**src/rtl/fir_af_pkg.sv**
```systemverilog
// Shared types and constants of the FIR audio filter.
package fir_af_pkg;

  localparam int SMP_W           = 16;
  localparam int COEF_W          = 16;
  localparam int COEF_IDX_W      = 5;
  localparam int TAP_CNT_W       = 6;
  localparam int PROD_W          = SMP_W + COEF_W;
  localparam int COEFF_FRAC_BITS = 14;

  localparam logic [TAP_CNT_W-1:0] TAP_COUNT_RST = 6'd32;

  // Codes of the request type flag.
  localparam logic REQ_COEF   = 1'b0;
  localparam logic REQ_SAMPLE = 1'b1;

  // Saturation limits of the 16-bit result.
  localparam logic signed [SMP_W-1:0] SMP_MAX = 16'sh7FFF;
  localparam logic signed [SMP_W-1:0] SMP_MIN = 16'sh8000;

  // Commands from the controller to the datapath.
  typedef struct packed {
    logic load_coef;
    logic load_sample;
    logic issue;
    logic out_load;
  } cmd_t;

  // Status from the datapath to the controller.
  typedef struct packed {
    logic pipe_busy;
    logic tap_last;
    logic taps_zero;
    logic out_free;
  } sts_t;

endpackage

```
**src/rtl/fir_af_ram.sv**
```systemverilog
// Generic single-write, single-read RAM with a registered read port.
module fir_af_ram #(
  parameter int WIDTH = 16,
  parameter int DEPTH = 32
) (
  input  logic                                       clk,
  input  logic                                       we,
  input  logic [((DEPTH > 1) ? $clog2(DEPTH) : 1)-1:0] waddr,
  input  logic [WIDTH-1:0]                           wdata,
  input  logic [((DEPTH > 1) ? $clog2(DEPTH) : 1)-1:0] raddr,
  output logic [WIDTH-1:0]                           rdata
);

  logic [WIDTH-1:0] mem [DEPTH];

  always_ff @(posedge clk) begin
    if (we) begin
      mem[waddr] <= wdata;
    end
    rdata <= mem[raddr];
  end

endmodule

```
**src/rtl/fir_af_datapath.sv**
```systemverilog
// Datapath of the FIR filter: coefficient and history memories, MAC pipeline, output register.
module fir_af_datapath #(
  parameter int MAX_TAPS = 32
) (
  input  logic                                        clk,
  input  logic                                        rst_n,
  input  logic                                        cfg_wr_en,
  input  logic [fir_af_pkg::TAP_CNT_W-1:0]            cfg_wr_data,
  input  logic [fir_af_pkg::COEF_IDX_W-1:0]           coef_idx,
  input  logic signed [fir_af_pkg::COEF_W-1:0]        coef_val,
  input  logic signed [fir_af_pkg::SMP_W-1:0]         smp_val,
  input  logic                                        smp_start,
  input  fir_af_pkg::cmd_t                            cmd,
  output fir_af_pkg::sts_t                            sts,
  output logic                                        out_tvalid,
  input  logic                                        out_tready,
  output logic signed [fir_af_pkg::SMP_W-1:0]         out_sample,
  output logic                                        out_sat
);

  localparam int AW    = (MAX_TAPS > 1) ? $clog2(MAX_TAPS) : 1;
  localparam int CW    = $clog2(MAX_TAPS + 1);
  localparam int XW    = (AW > fir_af_pkg::COEF_IDX_W) ? AW : fir_af_pkg::COEF_IDX_W;
  localparam int ACC_W = fir_af_pkg::PROD_W + AW + 1;
  localparam int SW    = fir_af_pkg::SMP_W;

  logic [fir_af_pkg::TAP_CNT_W-1:0] tap_count_r;
  logic [CW-1:0]                    taps_eff;
  logic [MAX_TAPS-1:0]              cvalid_r;
  logic [AW-1:0]                    wp_r, wp_nxt;
  logic [AW-1:0]                    rd_ptr_r;
  logic [CW-1:0]                    k_r;
  logic [CW-1:0]                    fill_r, fill_nxt;
  logic                             s1_vld_r, s1_mask_r;
  logic                             s2_vld_r;
  logic signed [fir_af_pkg::PROD_W-1:0] prod_r;
  logic signed [ACC_W-1:0]          acc_r;
  logic                             out_tvalid_r;
  logic signed [SW-1:0]             out_sample_r;
  logic                             out_sat_r;

  logic [XW-1:0]                    idx_ext;
  logic                             idx_ok;
  logic                             coef_we;
  logic signed [SW-1:0]             hist_q;
  logic signed [fir_af_pkg::COEF_W-1:0] coef_q;

  logic                             acc_neg;
  logic [ACC_W-1:0]                 mag;
  logic [ACC_W-1:0]                 quo;
  logic                             sat_c;
  logic signed [SW-1:0]             y_c;

  assign taps_eff = (int'(tap_count_r) > MAX_TAPS) ? CW'(MAX_TAPS) : CW'(tap_count_r);

  assign idx_ext = XW'(coef_idx);
  assign idx_ok  = int'(coef_idx) < MAX_TAPS;
  assign coef_we = cmd.load_coef && idx_ok;

  assign wp_nxt   = (wp_r == AW'(MAX_TAPS - 1)) ? '0 : wp_r + AW'(1);
  assign fill_nxt = smp_start ? CW'(1) :
                    ((fill_r == CW'(MAX_TAPS)) ? fill_r : fill_r + CW'(1));

  fir_af_ram #(
    .WIDTH (fir_af_pkg::SMP_W),
    .DEPTH (MAX_TAPS)
  ) u_hist_ram (
    .clk   (clk),
    .we    (cmd.load_sample),
    .waddr (wp_nxt),
    .wdata (smp_val),
    .raddr (rd_ptr_r),
    .rdata (hist_q)
  );

  fir_af_ram #(
    .WIDTH (fir_af_pkg::COEF_W),
    .DEPTH (MAX_TAPS)
  ) u_coef_ram (
    .clk   (clk),
    .we    (coef_we),
    .waddr (idx_ext[AW-1:0]),
    .wdata (coef_val),
    .raddr (k_r[AW-1:0]),
    .rdata (coef_q)
  );

  // Control registers: config, valid bits, pointers and pipeline tags.
  always_ff @(posedge clk) begin
    if (!rst_n) begin
      tap_count_r  <= fir_af_pkg::TAP_COUNT_RST;
      cvalid_r     <= '0;
      wp_r         <= '0;
      rd_ptr_r     <= '0;
      k_r          <= '0;
      fill_r       <= '0;
      s1_vld_r     <= 1'b0;
      s2_vld_r     <= 1'b0;
      out_tvalid_r <= 1'b0;
    end else begin
      if (cfg_wr_en) begin
        tap_count_r <= cfg_wr_data;
      end
      if (coef_we) begin
        cvalid_r[idx_ext[AW-1:0]] <= 1'b1;
      end
      if (cmd.load_sample) begin
        wp_r     <= wp_nxt;
        rd_ptr_r <= wp_nxt;
        k_r      <= '0;
        fill_r   <= fill_nxt;
      end else if (cmd.issue) begin
        // Walk back through the history, newest sample first.
        rd_ptr_r <= (rd_ptr_r == '0) ? AW'(MAX_TAPS - 1) : rd_ptr_r - AW'(1);
        k_r      <= k_r + CW'(1);
      end
      s1_vld_r <= cmd.issue;
      s2_vld_r <= s1_vld_r;
      if (cmd.out_load) begin
        out_tvalid_r <= 1'b1;
      end else if (out_tready) begin
        out_tvalid_r <= 1'b0;
      end
    end
  end

  // Payload registers of the MAC pipeline and the output word.
  always_ff @(posedge clk) begin
    // Taps past the fill level or never loaded read as zero.
    s1_mask_r <= (k_r < fill_r) && cvalid_r[k_r[AW-1:0]];
    if (s1_mask_r) begin
      prod_r <= hist_q * coef_q;
    end else begin
      prod_r <= '0;
    end
    if (cmd.load_sample) begin
      acc_r <= '0;
    end else if (s2_vld_r) begin
      acc_r <= acc_r + ACC_W'(prod_r);
    end
    if (cmd.out_load) begin
      out_sample_r <= y_c;
      out_sat_r    <= sat_c;
    end
  end

  // Scale by the coefficient fraction, truncating toward zero, then clip.
  always_comb begin
    acc_neg = acc_r[ACC_W-1];
    mag     = acc_neg ? ACC_W'(-acc_r) : ACC_W'(acc_r);
    quo     = mag >> fir_af_pkg::COEFF_FRAC_BITS;
    if (acc_neg) begin
      sat_c = quo > ACC_W'(32768);
      y_c   = sat_c ? fir_af_pkg::SMP_MIN : SW'(-quo[SW-1:0]);
    end else begin
      sat_c = quo > ACC_W'(32767);
      y_c   = sat_c ? fir_af_pkg::SMP_MAX : SW'(quo[SW-1:0]);
    end
  end

  assign sts.pipe_busy = s1_vld_r || s2_vld_r;
  assign sts.tap_last  = (k_r + CW'(1)) == taps_eff;
  assign sts.taps_zero = taps_eff == '0;
  assign sts.out_free  = !out_tvalid_r || out_tready;

  assign out_tvalid = out_tvalid_r;
  assign out_sample = out_sample_r;
  assign out_sat    = out_sat_r;

`ifndef SYNTHESIS
  a_issue_in_range: assert property (@(posedge clk) disable iff (!rst_n)
    cmd.issue |-> (k_r < taps_eff))
    else $error("tap issued beyond the taps in use");

  a_fill_bound: assert property (@(posedge clk) disable iff (!rst_n)
    fill_r <= CW'(MAX_TAPS))
    else $error("history fill level exceeds depth");

  a_load_drained: assert property (@(posedge clk) disable iff (!rst_n)
    cmd.out_load |-> (!s1_vld_r && !s2_vld_r && sts.out_free))
    else $error("result loaded before pipeline drained or slot free");

  a_load_shows: assert property (@(posedge clk) disable iff (!rst_n)
    cmd.out_load |=> out_tvalid_r)
    else $error("loaded result not presented");
`endif

endmodule

```
**src/rtl/fir_af_ctrl.sv**
```systemverilog
// Controller state machine of the FIR filter.
module fir_af_ctrl (
  input  logic             clk,
  input  logic             rst_n,
  input  logic             in_tvalid,
  input  logic             req_type,
  output logic             in_tready,
  output fir_af_pkg::cmd_t cmd,
  input  fir_af_pkg::sts_t sts
);

  typedef enum logic [1:0] {
    ST_IDLE,
    ST_MAC,
    ST_DRAIN,
    ST_RESULT
  } state_t;

  state_t state_r, state_nxt;
  logic   accept;

  assign in_tready = (state_r == ST_IDLE);
  assign accept    = in_tvalid && in_tready;

  always_comb begin
    state_nxt       = state_r;
    cmd.load_coef   = 1'b0;
    cmd.load_sample = 1'b0;
    cmd.issue       = 1'b0;
    cmd.out_load    = 1'b0;
    unique case (state_r)
      ST_IDLE: begin
        if (accept) begin
          if (req_type == fir_af_pkg::REQ_SAMPLE) begin
            cmd.load_sample = 1'b1;
            state_nxt       = sts.taps_zero ? ST_DRAIN : ST_MAC;
          end else begin
            cmd.load_coef = 1'b1;
          end
        end
      end
      ST_MAC: begin
        cmd.issue = 1'b1;
        if (sts.tap_last) begin
          state_nxt = ST_DRAIN;
        end
      end
      ST_DRAIN: begin
        if (!sts.pipe_busy) begin
          state_nxt = ST_RESULT;
        end
      end
      ST_RESULT: begin
        // Hold the finished sum until the output slot is free.
        if (sts.out_free) begin
          cmd.out_load = 1'b1;
          state_nxt    = ST_IDLE;
        end
      end
    endcase
  end

  always_ff @(posedge clk) begin
    if (!rst_n) begin
      state_r <= ST_IDLE;
    end else begin
      state_r <= state_nxt;
    end
  end

`ifndef SYNTHESIS
  a_no_accept_busy: assert property (@(posedge clk) disable iff (!rst_n)
    (state_r != ST_IDLE) |-> !(cmd.load_coef || cmd.load_sample))
    else $error("input taken while filter busy");

  a_mac_follows: assert property (@(posedge clk) disable iff (!rst_n)
    (cmd.load_sample && !sts.taps_zero) |=> (state_r == ST_MAC))
    else $error("sample did not start the tap walk");

  a_one_cmd: assert property (@(posedge clk) disable iff (!rst_n)
    $onehot0({cmd.load_coef, cmd.load_sample, cmd.issue, cmd.out_load}))
    else $error("more than one command at once");
`endif

endmodule

```
**src/rtl/fir_audio_filter_core.sv**
```systemverilog
// Top level of the direct-form FIR audio filter.
//
// Input words arrive on in_t*: tuser[0] is the request type (0 loads a
// coefficient, 1 is a PCM sample) and tuser[1] marks the start of a stream,
// which clears the sample history before that sample is taken.
// A coefficient load gives no result. A sample walks the taps in use with
// one multiply-accumulate per cycle through the shared multiplier. Once the
// pipeline has drained, the sum is scaled, clipped and loaded into the output
// register on out_t* as soon as that is free; only then is the next word accepted.
// cfg_wr_en / cfg_wr_data write tap_count; write it only while the block idles.
// A value of zero gives zero results, values above MAX_TAPS act as MAX_TAPS.
// Reset clears the history, marks all coefficients as zero and sets tap_count
// to 32; there is no clearing pass.
// If the receiver stalls, the result waits in the output register while the
// next word is still accepted; the next result then waits until it is taken.
module fir_audio_filter_core #(
  parameter int MAX_TAPS = 32
) (
  input  logic        clk,
  input  logic        rst_n,
  // Input channel.
  input  logic        in_tvalid,
  output logic        in_tready,
  input  logic [39:0] in_tdata,   // coeff_index[4:0], coeff_value[20:5], sample_value[36:21]
  input  logic [1:0]  in_tuser,   // req_type[0], stream_start[1]
  // Result channel.
  output logic        out_tvalid,
  input  logic        out_tready,
  output logic [15:0] out_tdata,  // filtered_sample[15:0]
  output logic        out_tuser,  // saturated[0]
  // Configuration.
  input  logic        cfg_wr_en,
  input  logic [5:0]  cfg_wr_data // tap_count
);

  fir_af_pkg::cmd_t cmd;
  fir_af_pkg::sts_t sts;
  logic signed [fir_af_pkg::SMP_W-1:0] out_sample;

  fir_af_ctrl u_ctrl (
    .clk       (clk),
    .rst_n     (rst_n),
    .in_tvalid (in_tvalid),
    .req_type  (in_tuser[0]),
    .in_tready (in_tready),
    .cmd       (cmd),
    .sts       (sts)
  );

  fir_af_datapath #(
    .MAX_TAPS (MAX_TAPS)
  ) u_datapath (
    .clk         (clk),
    .rst_n       (rst_n),
    .cfg_wr_en   (cfg_wr_en),
    .cfg_wr_data (cfg_wr_data),
    .coef_idx    (in_tdata[4:0]),
    .coef_val    (in_tdata[20:5]),
    .smp_val     (in_tdata[36:21]),
    .smp_start   (in_tuser[1]),
    .cmd         (cmd),
    .sts         (sts),
    .out_tvalid  (out_tvalid),
    .out_tready  (out_tready),
    .out_sample  (out_sample),
    .out_sat     (out_tuser)
  );

  assign out_tdata = out_sample;

endmodule

```
**config.mk**
```make
export PLATFORM = sky130hd
export DESIGN_NAME = fir_audio_filter_core
export DESIGN_NICKNAME = d
export VERILOG_FILES = /design/src/rtl/fir_af_pkg.sv /design/src/rtl/fir_af_ram.sv /design/src/rtl/fir_af_datapath.sv /design/src/rtl/fir_af_ctrl.sv /design/src/rtl/fir_audio_filter_core.sv
export SDC_FILE = /design/constraint.sdc
export NUM_CORES = 2
export LEC_CHECK = 0
export ABC_CLOCK_PERIOD_IN_PS = 7410
export BUFFER_PORTS_ARGS = -buffer_cell sky130_fd_sc_hd__buf_2
export CORE_ASPECT_RATIO = 1.2
export CORE_MARGIN = 1
export CORE_UTILIZATION = 45
export CTS_CLUSTER_SIZE = 30
export DETAILED_ROUTE_END_ITERATION = 10
export GPL_ROUTABILITY_DRIVEN = 0
export GPL_TIMING_DRIVEN = 0
export PLACE_DENSITY = 0.57
export SLEW_MARGIN = 5
export SYNTH_ARGS = -nofsm -noshare
export SYNTH_HDL_FRONTEND = slang
export SYNTH_HIERARCHICAL = 1
export SYNTH_SLANG_ARGS = --single-unit
```
**constraint.sdc**
```tcl
create_clock -name clk -period 7.41 [get_ports clk]
set_clock_uncertainty 0.15 [all_clocks]
set_input_delay 1.482 -clock clk [delete_from_list [all_inputs] [get_ports clk]]
set_output_delay 1.482 -clock clk [all_outputs]
set_load 0.05 [all_outputs]
```
==> key figures <==
Status
  – Status: finished, final reports clean

Critical path
  – Worst reg2reg setup slack: 280 ps
  – Worst Setup Start Kind: flip-flop
  – CP endpoint: u_datapath/prod_r[30]
  – Worst r2r src: u_datapath/u_hist_ram/rdata[8]
  – Crit. Startpoint: u_datapath/u_hist_ram/rdata[8]
  – R2R Path End: u_datapath/prod_r[30]
  – Critical Path End Type: flip-flop
  – R2R depth: 21
  – Req. time, crit path: 7900 ps
  – CP Data Arrival Time: 7620 ps
  – Crit path max fanout: 10
  – Kind of critical path: reg2reg

Finish
  – Register area: 34600 sq um
  – Share of layout cells above drive strength 1: 0.120
  – Fill cells: 11500
  – Non-Filler Instances: 6530
  – ANT cells: 0
  – Post-Layout Inst Area: 67200 sq um
  – Area of the multi-input gates: 22600 sq um
  – # nets final: 5105
  – Synth-to-layout area growth: 12.5%

Floorplan
  – Io pins: 72
  – Core Rows: 146
  – Die width: 335 um
  – Initial Utilization: 0.453
  – Core area: 132000 sq um
  – Die Area: 134000 sq um
  – Die Y: 401 um

Clocking
  – # H-tree levels: 3
  – Hold_buf cts: 0
  – CTS buffer count: 120
  – Clock Path Buffers: 3
  – Post-CTS Setup Inserts: 0
  – Clock tree from TritonCTS: built
  – Clock slew at reported path FFs: 60 ps
  – Clock Sinks: 1209
  – Clk_lat worst skew: 770 ps
  – Root Buffer: clkbuf_16

GRT
  – Pin count of the biggest net entering global routing: 33
  – Vias in the first global route: 36100
  – Total GRT Usage: 0.234
  – First-pass GRT wire length: 232 mm
  – Initial antenna violation count: 6
  – GRT overflow: 0

Placement
  – Placed cell area: 63200 sq um
  – Placed cell count: 6307
  – PortBufs: 67
  – DP Wirelength: 110 mm

Timing
  – FMAX: 140 MHz
  – Final Max Tran Viols: 0
  – Final Setup Violations: 0
  – Final hold violation count: 0
  – Least-Margin Pin Slew: 1140 ps
  – Unrepaired setup endpoints after global routing: no
  – Final TNS setup: 0 ps
  – Min cycle time layout: 7130 ps
  – Slew headroom: 0.236
  – Period utilisation layout: 0.962

Synthesis
  – Seq cells post-synth: 1209
  – Mean post-synth cell area: 13.5 sq um
  – Cell Area, Synth: 59800 sq um
  – Synth Warn #: 6
  – Dominant synthesized flop cell: edfxtp_1
  – Post-synth EDFFs: 1041
  – Number of distinct library cells after synthesis: 78
  – FFs w/ async S/R, synth: 0
  – Syn Inst Count: 4415
  – Sequential share of the synthesized area: 0.579
  – Syn_nets: 4868

Detailed routing
  – WL final: 157 mm
  – DR WL/cell: 24.0 um
  – Detail Route Antenna Nets: 0
  – Via count: 35600
  – Drt drc: 0
  – Initial DRC Count: 2752
  – Initial DRT Pass Iterations: 5
  – Vias per inst: 5.45

Flow run
  – Max-Cap Viols: 0

Hold path
  – Hold Path Class: reg2reg
==> cells in the mapped netlist (all sizes together), types with 16 or more instances <==
master / instances / area (sq um)
a211oi: 16 / 120
a21o: 36 / 270
a21oi: 157 / 786
a22o: 65 / 569
a22oi: 130 / 976
a31oi: 41 / 257
and2: 166 / 1040
buf: 127 / 1090
clkbuf: 86 / 324
dfxtp: 168 / 3360
edfxtp: 1041 / 31300
fa: 263 / 5270
ha: 137 / 1710
inv: 350 / 1310
mux2i: 545 / 5460
nand2: 264 / 991
nand2b: 18 / 113
nand3: 95 / 475
nand3b: 16 / 120
nand4: 45 / 282
nor2: 246 / 971
nor2b: 22 / 138
nor3: 52 / 260
o21a: 19 / 143
o21ai: 67 / 335
xnor2: 55 / 482
xor2: 33 / 289
==> worst max-delay path, cell delays in order (launching register included) <==
cell and delay [ps]:
dfxtp_1 540, clkbuf_2 370, nand2_1 130, fa_1 580
fa_1 450, fa_1 500, fa_1 490, inv_1 60
fa_1 520, inv_1 60, fa_1 530, inv_1 40
ha_1 330, a21oi_1 210, o21ai_0 150, a221o_1 340
a221o_1 420, and3_1 240, o31ai_4 240, a21oi_1 160
xor2_2 330, and2_1 180
==> kinds of logic after synthesis <==
family                     share of synthesized area
AOI/OAI and AO/OA                             0.0679
adders and majority gates                      0.117
DFF                                            0.579
and+or+nand+nor                               0.0821
muxes                                         0.0954
xor gates and xnor gates                      0.0129
buffers and inverters                         0.0456
==> timing repair <==
action | CTS | global route
pin swaps | 0 | 2
setup endpoints to repair | 6 | 5
gates resized for setup | 23 | 52
==> metrics by stage <==
stage,utilization,setup slack [ps],hold WS (ps)
global placement,0.472,-477,287
detailed placement,0.479,-434,296
global route,0.510,2.66,325
CTS,0.509,3.10,311
floorplan,-,1030,271
finish,0.510,281,308
==> worst min-delay path by stage <==
stage / cells after the start / to / slack [ps] / startpoint
2_1_floorplan: 1 / u_datapath/s2_vld_r / 270 / u_datapath/s1_vld_r
3_3_place_gp: 1 / u_datapath/s2_vld_r / 290 / u_datapath/s1_vld_r
3_5_place_dp: 1 / u_datapath/s2_vld_r / 300 / u_datapath/s1_vld_r
4_1_cts: 1 / u_datapath/s2_vld_r / 310 / u_datapath/s1_vld_r
5_1_grt: 1 / u_datapath/s2_vld_r / 330 / u_datapath/s1_vld_r
6_report: 1 / u_datapath/s2_vld_r / 310 / u_datapath/s1_vld_r
==> routing by layer <==
metal | vias up | track usage | part of all wire
li1 | 16400 | - | -
met1 | 18000 | 0.302 | 0.41
met2 | 918 | 0.400 | 0.50
met3 | 247 | 0.0309 | 0.048
met4 | 4 | 0.0903 | 0.037
met5 | - | 0 | 0.00011
==> flip-flops by register name, summed over array words and instances (netlist names), 16 cells and up <==
register                     flops
u_datapath/acc_r                38
u_datapath/cvalid_r             32
u_datapath/out_sample           16
u_datapath/prod_r               32
u_datapath/u_coef_ram/mem      512
u_datapath/u_coef_ram/rdata     16
u_datapath/u_hist_ram/mem      512
u_datapath/u_hist_ram/rdata     16
==> area by class of cell <==
class	count	area share
plain buffers	212	0.0216
clock buffers	157	0.0480
clock inverters	67	0.0103
inverters	350	0.0195
multi-input cells	2643	0.337
flip-flops and latches	1209	0.515
well taps	1776	0.0331
repair buffers	116	0.0155
==> layout by cell type (no fill, tap or decap), types with 53 or more instances in the layout <==
cell	n
a21oi_1	157
fa_1	262
nand3_1	95
clkbuf_16	121
dfxtp_1	155
edfxtp_1	1041
xnor2_1	53
buf_8	54
o21ai_0	66
a22o_1	65
ha_1	137
and2_1	166
a22oi_1	130
nand2_1	264
inv_1	348
buf_2	113
clkbuf_1	86
nor2_1	169
nor2_2	74
mux2i_1	545
Power is left out: the tool's default activity adds up to more than one toggle a clock period on the data nets, which glitch-free logic cannot reach.
